<file path="src/hw/rtl/crc_pkg.sv">
// Shared types and constants for the chunk residency cache.
// Holds the slot entry and ring control structs; no dependencies.
`default_nettype none

package crc_pkg;

    // Default number of slots and fixed field widths.
    localparam int SLOTS_DEFAULT = 256;
    localparam int COORD_W       = 16;
    localparam int SLOT_W        = 8;

    // Input word opcodes.
    localparam logic OP_ACCESS    = 1'b0;
    localparam logic OP_FRAME_END = 1'b1;

    // One slot entry as it travels around the ring.
    typedef struct packed {
        logic [COORD_W-1:0] x;
        logic [COORD_W-1:0] y;
        logic               stored;
        logic               used;
    } slot_entry_t;

    // Controls broadcast from the head controller to every cell.
    typedef struct packed {
        logic shift_en;
        logic clear_used;
    } ring_ctl_t;

endpackage

`default_nettype wire

</file>
<file path="src/hw/rtl/crc_cell.sv">
// One slot cell of the rotating ring; passes its entry to its neighbor on shift.
// Depends on crc_pkg for the entry and control types.
`default_nettype none

module crc_cell
    import crc_pkg::*;
(
    input  wire logic        clk,
    input  wire logic        rst_n,
    input  wire ring_ctl_t   ctl,
    input  wire slot_entry_t d,
    output slot_entry_t      q
);

    logic [COORD_W-1:0] x_reg;
    logic [COORD_W-1:0] x_next;
    logic [COORD_W-1:0] y_reg;
    logic [COORD_W-1:0] y_next;
    logic               stored_reg;
    logic               stored_next;
    logic               used_reg;
    logic               used_next;

    // Take the neighbor's entry on shift; the frame end clears the used mark.
    always_comb
    begin
        x_next      = x_reg;
        y_next      = y_reg;
        stored_next = stored_reg;
        used_next   = used_reg;
        if (ctl.shift_en)
        begin
            x_next      = d.x;
            y_next      = d.y;
            stored_next = d.stored;
            used_next   = d.used;
        end
        else if (ctl.clear_used)
        begin
            used_next = 1'b0;
        end
    end

    // Marks are control state and reset to zero.
    always_ff @(posedge clk or negedge rst_n)
    begin
        if (!rst_n)
        begin
            stored_reg <= 1'b0;
            used_reg   <= 1'b0;
        end
        else
        begin
            stored_reg <= stored_next;
            used_reg   <= used_next;
        end
    end

    // The position is only read once the stored mark is set.
    always_ff @(posedge clk)
    begin
        x_reg <= x_next;
        y_reg <= y_next;
    end

    assign q.x      = x_reg;
    assign q.y      = y_reg;
    assign q.stored = stored_reg;
    assign q.used   = used_reg;

endmodule

`default_nettype wire

</file>
<file path="src/hw/rtl/crc_ctrl.sv">
// Head controller: compares the entry at the ring head, picks the slot and writes it back.
// Depends on crc_pkg; drives the ring controls and the feedback entry into the last cell.
`default_nettype none

module crc_ctrl
    import crc_pkg::*;
#(
    parameter int SLOTS = SLOTS_DEFAULT
)
(
    input  wire logic               clk,
    input  wire logic               rst_n,
    input  wire logic               in_valid,
    output logic                    in_ready,
    input  wire logic               opcode,
    input  wire logic [COORD_W-1:0] pos_x,
    input  wire logic [COORD_W-1:0] pos_y,
    input  wire logic               changed,
    output logic                    out_valid,
    input  wire logic               out_ready,
    output logic [SLOT_W-1:0]       slot,
    output logic                    hit,
    output logic                    full_res,
    input  wire slot_entry_t        head_entry,
    output slot_entry_t             feedback,
    output ring_ctl_t               ctl
);

    localparam int IDX_W = $clog2(SLOTS);
    localparam int EXT_W = (IDX_W > SLOT_W) ? IDX_W : SLOT_W;
    localparam logic [IDX_W-1:0] LAST_IDX = IDX_W'(SLOTS - 1);
    localparam logic [IDX_W:0]   SLOTS_W  = (IDX_W + 1)'(SLOTS);

    typedef enum logic [3:0] {
        ST_IDLE   = 4'b0001,
        ST_SEARCH = 4'b0010,
        ST_WRITE  = 4'b0100,
        ST_DONE   = 4'b1000
    } state_t;

    state_t             state_reg, state_next;
    logic [IDX_W-1:0]   head_reg, head_next;
    logic [IDX_W-1:0]   cnt_reg, cnt_next;
    logic [IDX_W-1:0]   next_slot_reg, next_slot_next;
    logic [COORD_W-1:0] x_reg, x_next;
    logic [COORD_W-1:0] y_reg, y_next;
    logic               chg_reg, chg_next;
    logic               found_reg, found_next;
    logic [IDX_W-1:0]   found_idx_reg, found_idx_next;
    logic               cand_reg, cand_next;
    logic [IDX_W-1:0]   best_idx_reg, best_idx_next;
    logic [IDX_W-1:0]   best_gap_reg, best_gap_next;
    logic               out_valid_reg, out_valid_next;
    logic [SLOT_W-1:0]  out_slot_reg, out_slot_next;
    logic               out_hit_reg, out_hit_next;
    logic               out_full_reg, out_full_next;

    logic [IDX_W-1:0]   head_inc;
    logic [IDX_W-1:0]   best_inc;
    logic               match;
    logic               eff_stored;
    logic               cand;
    logic [IDX_W:0]     gap_wide;
    logic [IDX_W-1:0]   gap;
    logic               do_hit;
    logic               do_claim;
    logic [IDX_W-1:0]   target;
    logic [EXT_W-1:0]   res_ext;

    // Compare the head entry against the chunk under search.
    always_comb
    begin
        head_inc   = (head_reg == LAST_IDX) ? '0 : head_reg + 1'b1;
        best_inc   = (best_idx_reg == LAST_IDX) ? '0 : best_idx_reg + 1'b1;
        match      = head_entry.stored && (head_entry.x == x_reg) && (head_entry.y == y_reg);
        eff_stored = head_entry.stored && !(match && chg_reg);
        cand       = !(eff_stored && head_entry.used);
        // Round-robin distance of the head slot from the claim pointer.
        if (head_reg >= next_slot_reg)
        begin
            gap_wide = {1'b0, head_reg} - {1'b0, next_slot_reg};
        end
        else
        begin
            gap_wide = {1'b0, head_reg} + SLOTS_W - {1'b0, next_slot_reg};
        end
        gap = gap_wide[IDX_W-1:0];
    end

    // Outcome of the search pass.
    always_comb
    begin
        do_hit   = found_reg && !chg_reg;
        do_claim = !do_hit && cand_reg;
        target   = do_hit ? found_idx_reg : best_idx_reg;
        res_ext  = EXT_W'(target);
    end

    // Sequencer: search pass, rotate to the target slot, then deliver the word.
    always_comb
    begin
        state_next     = state_reg;
        head_next      = head_reg;
        cnt_next       = cnt_reg;
        next_slot_next = next_slot_reg;
        x_next         = x_reg;
        y_next         = y_reg;
        chg_next       = chg_reg;
        found_next     = found_reg;
        found_idx_next = found_idx_reg;
        cand_next      = cand_reg;
        best_idx_next  = best_idx_reg;
        best_gap_next  = best_gap_reg;
        out_valid_next = out_valid_reg;
        out_slot_next  = out_slot_reg;
        out_hit_next   = out_hit_reg;
        out_full_next  = out_full_reg;
        feedback       = head_entry;
        ctl.shift_en   = 1'b0;
        ctl.clear_used = 1'b0;
        in_ready       = 1'b0;

        if (out_valid_reg && out_ready)
        begin
            out_valid_next = 1'b0;
        end

        unique case (state_reg)
            ST_IDLE:
            begin
                in_ready = 1'b1;
                if (in_valid)
                begin
                    if (opcode == OP_FRAME_END)
                    begin
                        ctl.clear_used = 1'b1;
                    end
                    else
                    begin
                        x_next     = pos_x;
                        y_next     = pos_y;
                        chg_next   = changed;
                        found_next = 1'b0;
                        cand_next  = 1'b0;
                        cnt_next   = '0;
                        state_next = ST_SEARCH;
                    end
                end
            end
            ST_SEARCH:
            begin
                ctl.shift_en    = 1'b1;
                feedback.stored = eff_stored;
                head_next       = head_inc;
                cnt_next        = cnt_reg + 1'b1;
                if (match)
                begin
                    found_next     = 1'b1;
                    found_idx_next = head_reg;
                end
                if (cand && (!cand_reg || (gap < best_gap_reg)))
                begin
                    cand_next     = 1'b1;
                    best_idx_next = head_reg;
                    best_gap_next = gap;
                end
                if (cnt_reg == LAST_IDX)
                begin
                    state_next = ST_WRITE;
                end
            end
            ST_WRITE:
            begin
                if (!do_hit && !do_claim)
                begin
                    state_next = ST_DONE;
                end
                else
                begin
                    ctl.shift_en = 1'b1;
                    head_next    = head_inc;
                    if (head_reg == target)
                    begin
                        feedback.used = 1'b1;
                        if (do_claim)
                        begin
                            feedback.x      = x_reg;
                            feedback.y      = y_reg;
                            feedback.stored = 1'b1;
                            next_slot_next  = best_inc;
                        end
                        state_next = ST_DONE;
                    end
                end
            end
            ST_DONE:
            begin
                if (!out_valid_reg || out_ready)
                begin
                    out_valid_next = 1'b1;
                    out_slot_next  = (do_hit || do_claim) ? res_ext[SLOT_W-1:0] : '0;
                    out_hit_next   = do_hit;
                    out_full_next  = !do_hit && !do_claim;
                    state_next     = ST_IDLE;
                end
            end
            default:
            begin
                state_next = ST_IDLE;
            end
        endcase
    end

    // Control state.
    always_ff @(posedge clk or negedge rst_n)
    begin
        if (!rst_n)
        begin
            state_reg     <= ST_IDLE;
            head_reg      <= '0;
            cnt_reg       <= '0;
            next_slot_reg <= '0;
            found_reg     <= 1'b0;
            cand_reg      <= 1'b0;
            out_valid_reg <= 1'b0;
        end
        else
        begin
            state_reg     <= state_next;
            head_reg      <= head_next;
            cnt_reg       <= cnt_next;
            next_slot_reg <= next_slot_next;
            found_reg     <= found_next;
            cand_reg      <= cand_next;
            out_valid_reg <= out_valid_next;
        end
    end

    // Payload registers.
    always_ff @(posedge clk)
    begin
        x_reg         <= x_next;
        y_reg         <= y_next;
        chg_reg       <= chg_next;
        found_idx_reg <= found_idx_next;
        best_idx_reg  <= best_idx_next;
        best_gap_reg  <= best_gap_next;
        out_slot_reg  <= out_slot_next;
        out_hit_reg   <= out_hit_next;
        out_full_reg  <= out_full_next;
    end

    assign out_valid = out_valid_reg;
    assign slot      = out_slot_reg;
    assign hit       = out_hit_reg;
    assign full_res  = out_full_reg;

endmodule

`default_nettype wire

</file>
<file path="src/hw/rtl/chunk_residency_cache_core.sv">
// Chunk residency cache: tracks which map chunks sit in which upload slots.
// An access word searches the slots for the chunk; on a miss it claims a slot
// round-robin, skipping slots that are stored and used this frame, and reports
// whether an upload is needed or that no slot is free. The slots form a ring of
// SLOTS cells that rotates one place per cycle, while an access shifts it, past
// a single compare point at its head. An access runs a search pass over all
// SLOTS cells, then rotates the chosen slot to the head and updates it (no
// rotation when no slot is free), then registers the result, later when the
// previous result still waits for the receiver. The next word is taken in the
// cycle after the result is registered. An end-of-frame word clears every used
// mark together and gives no result. No word is taken while an access is in
// progress; a finished result waits in the output register while the next
// word is taken.
// Depends on crc_pkg, crc_cell and crc_ctrl.
`default_nettype none

module chunk_residency_cache_core
    import crc_pkg::*;
#(
    parameter int SLOTS = SLOTS_DEFAULT
)
(
    input  wire logic               clk,
    input  wire logic               rst_n,
    input  wire logic               in_valid,
    output logic                    in_ready,
    input  wire logic               opcode,
    input  wire logic [COORD_W-1:0] pos_x,
    input  wire logic [COORD_W-1:0] pos_y,
    input  wire logic               changed,
    output logic                    out_valid,
    input  wire logic               out_ready,
    output logic [SLOT_W-1:0]       slot,
    output logic                    hit,
    output logic                    full_res
);

    slot_entry_t ring_q [SLOTS];
    slot_entry_t feedback;
    ring_ctl_t   ctl;

    // Head controller working on cell zero.
    crc_ctrl #(
        .SLOTS (SLOTS)
    ) u_ctrl (
        .clk        (clk),
        .rst_n      (rst_n),
        .in_valid   (in_valid),
        .in_ready   (in_ready),
        .opcode     (opcode),
        .pos_x      (pos_x),
        .pos_y      (pos_y),
        .changed    (changed),
        .out_valid  (out_valid),
        .out_ready  (out_ready),
        .slot       (slot),
        .hit        (hit),
        .full_res   (full_res),
        .head_entry (ring_q[0]),
        .feedback   (feedback),
        .ctl        (ctl)
    );

    // Ring of slot cells; the last cell takes the updated head entry.
    for (genvar i = 0; i < SLOTS; i++)
    begin : g_cell
        if (i == SLOTS - 1)
        begin : g_tail
            crc_cell u_cell (
                .clk   (clk),
                .rst_n (rst_n),
                .ctl   (ctl),
                .d     (feedback),
                .q     (ring_q[i])
            );
        end
        else
        begin : g_body
            crc_cell u_cell (
                .clk   (clk),
                .rst_n (rst_n),
                .ctl   (ctl),
                .d     (ring_q[i+1]),
                .q     (ring_q[i])
            );
        end
    end

endmodule

`default_nettype wire
</file>
<file path="config.mk">
export PLATFORM = sky130hd
export DESIGN_NAME = chunk_residency_cache_core
export DESIGN_NICKNAME = d
export VERILOG_FILES = /design/src/hw/rtl/crc_pkg.sv /design/src/hw/rtl/crc_cell.sv /design/src/hw/rtl/crc_ctrl.sv /design/src/hw/rtl/chunk_residency_cache_core.sv
export SDC_FILE = /design/constraint.sdc
export NUM_CORES = 2
export LEC_CHECK = 0
export BUFFER_PORTS_ARGS = -buffer_cell sky130_fd_sc_hd__buf_2
export CAP_MARGIN = 20
export CORE_MARGIN = 2
export CORE_UTILIZATION = 32
export DETAILED_ROUTE_END_ITERATION = 10
export PLACE_DENSITY = 0.48
export SETUP_SLACK_MARGIN = 0.3
export SYNTH_ARGS = -nofsm -noshare
export SYNTH_HDL_FRONTEND = slang
export SYNTH_HIERARCHICAL = 1
export SYNTH_SLANG_ARGS = --single-unit
</file>
<file path="constraint.sdc">
create_clock -name clk -period 453.7 [get_ports clk]
set_input_delay 45.37 -clock clk [delete_from_list [all_inputs] [get_ports clk]]
set_output_delay 45.37 -clock clk [all_outputs]
set_load 0.02 [all_outputs]
</file>
After elaboration in Yosys (flattened, before gate mapping) --
Cells that the tools add are included.
Word-level totals: flip-flop bits (word level) 8802, bits in latches 0, bits in writable memories 0, memory bits (read-only) 0, input port bits 38, logic and storage cells 1395, memories 0
Operators by class: $add $sub $neg 6, $mul 0, div/mod/pow operators 0, magnitude comparators 2, eq/ne operators 18, shifts and indexed selects 0, mux-type cells 294, bitwise operators 2, reductions and logical operators 33
Operator list (count):
- $mux 1 | 270
- $mux 34 | 2
- $mux 8 | 7
- $mux 33 | 1
- $add 8x1->8 const B | 4
- $eq 16x16->1 | 2
- $mux 32 | 1
- $pmux 8 s2 | 2
- $eq 8x8->1 const B | 3
- $mux 4 | 6
- $pmux 4 s4 | 1
- $sub 8x8->8 | 2
- $reduce_and 4->1 | 3
- $logic_and 1x1->1 | 10
- $eq 8x8->1 | 1
- $ge 8x8->1 | 1
- $lt 8x8->1 | 1
- $ne 2x1->1 const B | 4
- $pmux 1 s2 | 4
- $reduce_and 2->1 | 4
- $logic_not 1->1 | 7
- $ne 2x2->1 const B | 3
- $reduce_and 3->1 | 2
- $reduce_bool 2->1 | 3
- 8 further kinds | 11

Longest topological paths before layout --
word-level depth 11, depth in mapped cells 15

Modules after synthesis --
The synthesis kept the hierarchy.
Modules (own cells, without submodules):
- crc_cell | times used 256, cells each 39, area an instance 1053.5 um2, sequential area each 1011.0 um2
- crc_ctrl | times used 1, cells each 434, area an instance 5195.0 um2, sequential area each 2788.9 um2

Worst setup path after synthesis --
Ideal clock, no wire load.
path type register to register, start point reg u_ctrl.chg_reg, end point reg u_ctrl.head_reg[0], library setup time 866 ps, data arrival time 215983 ps, required time 452833 ps, path slack 236851 ps, stages on the path, launching flop included 10, buffers on the path 2, period minus slack after synthesis 216849 ps, path through edfxtp_1 -> nand2b_1 -> clkbuf_1 -> inv_1 -> buf_2 -> o21ai_0 -> nand2_1 -> nand4_1 -> nor3_1 -> nor2_1
Between the ends: word-level cells in the longest chain between the ends 8
RTL lines:
- from (decl) | RTL line crc_ctrl.sv:47 | logic chg_reg, chg_next;
- from (signal assigned) | RTL line crc_ctrl.sv:244 | chg_reg <= chg_next;
- $logic_not 1->1 * | RTL line crc_ctrl.sv:93 | do_hit = found_reg && !chg_reg;
- $logic_and 1x1->1 * | RTL line crc_ctrl.sv:93
- named net u_ctrl.do_hit | RTL line crc_ctrl.sv:65 | logic do_hit;
- $logic_not 1->1 * | RTL line crc_ctrl.sv:94, crc_ctrl.sv:174
- $logic_and 1x1->1 | RTL line crc_ctrl.sv:94 | do_claim = !do_hit && cand_reg;
- $logic_not 1->1 | RTL line crc_ctrl.sv:174 | if (!do_hit && !do_claim)
- $logic_and 1x1->1 * | RTL line crc_ctrl.sv:174
- $ne 2x2->1 (no source line) *
- $reduce_and 2->1 (no source line) *
- to (signal assigned) | RTL line crc_ctrl.sv:230 | head_reg <= head_next;
- to (decl) | RTL line crc_ctrl.sv:42 | logic [IDX_W-1:0] head_reg, head_next;
The timed path passes the listed nets; every way through them passes the cells marked *. A chain may end at the register's enable or synchronous reset.

Final worst setup path --
start point reg u_ctrl.state_reg[0], end point out in_ready
Between the ends: word-level cells in the longest chain between the ends 2
RTL lines:
- from (decl) | RTL line crc_ctrl.sv:41 | state_t state_reg, state_next;
- from (signal assigned) | RTL line crc_ctrl.sv:229 | state_reg <= state_next;
- $eq 4x1->1 | RTL line crc_ctrl.sv:128 | unique case (state_reg)
- $mux 1 | RTL line crc_ctrl.sv:128
- to (decl) | RTL line chunk_residency_cache_core.sv:26 | output logic in_ready,
No other way between the ends.

==> results.py <==
metrics = {
    "outcome": {
        "status": "completed",
    },
    "synth": {
        "syn-num-nets": 10470,
        "ys.flop_type": "edfxtp_1",
        "ys.warnings.count": 6,
        "async_flop_share": 0.06169,
        "yosysUniqueCellTypes": 56,
        "synth_cells": 10420,
        "synth_xor_area_frac": 0.001848,
        "ys_ff_latch": 8802,
        "synth_fa_ha_area_frac": 0.0008466,
        "yosysSeqAreaShare": 0.9516,
        "synth_edf_count": 8259,
        "yosys.area_share.simple": 0.005812,
        "syn_area_per_cell_um2": 26.39,
        "synth.area.mux_share": 0.01568,
        "synth-compound-area-share": 0.009454,
        "synth_top_family_by_area": "multiplexers",
        "netlist_area_um2": 274900,
    },
    "hold_path": {
        "hold_end": "g_cell[165].g_body.u_cell/x_reg[15]$_DFFE_PP_",
        "min_path_type": "reg2reg",
        "hold_depth": 0,
        "worstHoldStart": "g_cell[166].g_body.u_cell/x_reg[15]$_DFFE_PP_",
    },
    "sta": {
        "skew_ps": 92.05,
        "slew_viol_final": 0,
        "hold_violations": 0,
        "fmax_mhz": 20.87,
        "tightest_slew_ps": 1155,
        "fin_crit_ps": 47910,
        "maxSlewHeadroom": 0.2302,
        "tns_ps": 0,
        "hold_slack_ps": 332.7,
        "setup_viol": 0,
        "rsz0062_at_grt": "no",
        "period_share": 0.1056,
    },
    "global_routing": {
        "track_usage": 0.07728,
        "grt_first_pass_wirelength_mm": 554.4,
        "grt_overflow": 0,
        "grt_antenna_before_repair": 20,
        "grt_pass1_vias": 94030,
        "grt_max_degree": 244,
    },
    "routing": {
        "postRouteAntennaNets": 0,
        "dr.pass1.iters": 5,
        "top_layer_used": "met5",
        "drcViolationCount": 0,
        "drt-total-wl_mm": 355.9,
        "vias": 93470,
        "route.met2.wl_mm": 143.3,
        "wl_met1_mm": 184.6,
        "drtIter0Drc": 9044,
        "met3_length_mm": 17.09,
        "post_drt_wl_per_cell_um": 15.37,
        "viasPerCell": 4.035,
    },
    "layout": {
        "instances_no_fill": 23160,
        "drive_gt1_frac": 0.1472,
        "multiInputGateArea_um2": 9344,
        "nets": 11000,
        "fillCellCount": 76330,
        "seq_area_um2": 261600,
        "final_common_cell": "edfxtp_1",
        "layout_common_cells": "edfxtp_1 (8,259), clkbuf_16 (873), dfrtp_1 (542), nor2_1 (279), a22o_1 (257)",
        "syn_to_final_growth_pct": 14.97,
    },
    "floorplan": {
        "dieArea_um2": 866500,
        "io_pins": 50,
        "coreArea_um2": 856800,
        "start_util": 0.3208,
        "fp.dieW_um": 930.8,
        "fp.dieH_um": 930.8,
        "fp-row-count": 340,
    },
    "setup_path": {
        "crit_type": "reg2out",
        "critPathCaptureType": "output port",
        "setup.worst_path.start": "u_ctrl/state_reg[0]$_DFFE_PN1P_",
        "reg2reg_to": "g_cell[206].g_body.u_cell/y_reg[15]$_DFFE_PP_",
        "reg2reg_setup_slack_ps": 443730,
        "crit_fanout": 5,
        "rr_worst_depth": 13,
        "required_ps": 408330,
        "r2r_start": "u_ctrl/state_reg[1]$_DFFE_PN0P_",
        "cp-start-kind": "flop",
        "cp.arrival_ps": 2540,
    },
    "clocking": {
        "cts-hold-fix-buffers": 0,
        "clkTransAtPathRegs_ps": 60,
        "insertion_delay_ps": 1150,
        "clock_path_buffers": 4,
        "cts_num_sinks": 8802,
        "htree_levels": 6,
        "post-cts-setup-buffer-count": 0,
        "cts-resized-gates": 0,
        "cts_tree": "done",
        "numCtsBuffers": 872,
        "root_buffer": "clkbuf_16",
    },
    "place": {
        "io_buffers": 49,
        "dpl.hpwl_mm": 148.0,
        "finalWeightedCongestion": 0.7083,
        "dp.cells": 21520,
    },
    "power_and_ir_drop": {
        "power_per_cell_area_nw_per_um2": 5.112,
        "ir_drop_v": 0.000004081,
        "leakagePower_nw": 73.18,
    },
    "flow_run": {
        "drv_cap": 0,
    },
}
-- metrics by stage --
stage	power, mW	util	setup WS, ps	area (um^2)
detailed placement	0.9221	0.3347	405300	286800
global placement	0.9207	0.3347	405430	286700
CTS	1.646	0.3684	405620	315600
finish	1.616	0.3689	405790	316100
global route	1.680	0.3689	405580	316000
floorplan	1.240	-	236850	274900
-- worst max-delay path by stage --
stage                                                endpoint  slack (ps)  cells past startpoint
5_1_grt                                              in_ready      405580                      3
3_3_place_gp   g_cell[138].g_body.u_cell/used_reg$_DFFE_PN0P_      405430                      6
4_1_cts                                              in_ready      405620                      3
6_report                                             in_ready      405790                      3
3_5_place_dp   g_cell[131].g_body.u_cell/used_reg$_DFFE_PN0P_      405300                      6
2_1_floorplan                  u_ctrl/head_reg[0]$_DFFE_PN0P_      236850                      9
-- metal layers --
| layer | track usage | vias up |
|---|---|---|
| met1 | 0.1227 | 49100 |
| met4 | 0.02760 | 2 |
| met5 | 0 | - |
| met2 | 0.1030 | 1483 |
| li1 | - | 42050 |
| met3 | 0.01732 | 843 |
-- synth_stat cells (5+ instances only) --
library cell | count | share of area
nand2_1 | 34 | 0.00046
nand3_1 | 17 | 0.00031
mux2_2 | 36 | 0.0015
nor2b_1 | 6 | 0.00014
nor2_1 | 280 | 0.0038
xnor2_1 | 24 | 0.00076
a22o_1 | 257 | 0.0082
nor3_1 | 6 | 0.00011
a21oi_1 | 9 | 0.00016
inv_1 | 33 | 0.00045
mux2_4 | 256 | 0.014
dfrtp_1 | 542 | 0.049
nor4_1 | 5 | 0.00011
edfxtp_1 | 8259 | 0.90
buf_4 | 512 | 0.014
xor2_1 | 34 | 0.0011
clkbuf_1 | 8 | 0.00011
o21ai_0 | 11 | 0.00020
ha_1 | 17 | 0.00077
nand4_1 | 6 | 0.00014
-- power by group --
| group | total [mW] | internal [mW] | switching (mW) |
|---|---|---|---|
| clock | 0.711 | 0.409 | 0.303 |
| combinational | 0.0195 | 0.00333 | 0.0162 |
| sequential | 0.885 | 0.884 | 0.000852 |
-- worst max-delay path: stages, from the launching register on --
cell	delay [ps]
dfstp_2	570
or4b_1	530
inv_1	150
buf_2	180
-- area by class of cell --
| class | count | area share |
|---|---|---|
| Clock inverter | 557 | 0.01955 |
| Inverter | 33 | 0.0003919 |
| Clock buffer | 1067 | 0.07177 |
| Tap cell | 11460 | 0.04536 |
| Multi-Input combinational cell | 1058 | 0.02956 |
| Timing Repair Buffer | 179 | 0.005598 |
| Antenna cell | 10 | 0.00007918 |
| Sequential cell | 8802 | 0.8277 |
-- logic make-up (layout without fill, tap and decap cells) --
family,Yosys count,after routing
flip-flops,8802,8802
buffers and inverters,558,1836
AND/OR/NAND/NOR,377,377
AO/OA/AOI/OAI,307,307
multiplexers,298,298
XOR/XNOR,58,58
adder cells (fa/ha/maj),18,18
other,0,10
Note: power is estimated with default switching activity, not from simulation.
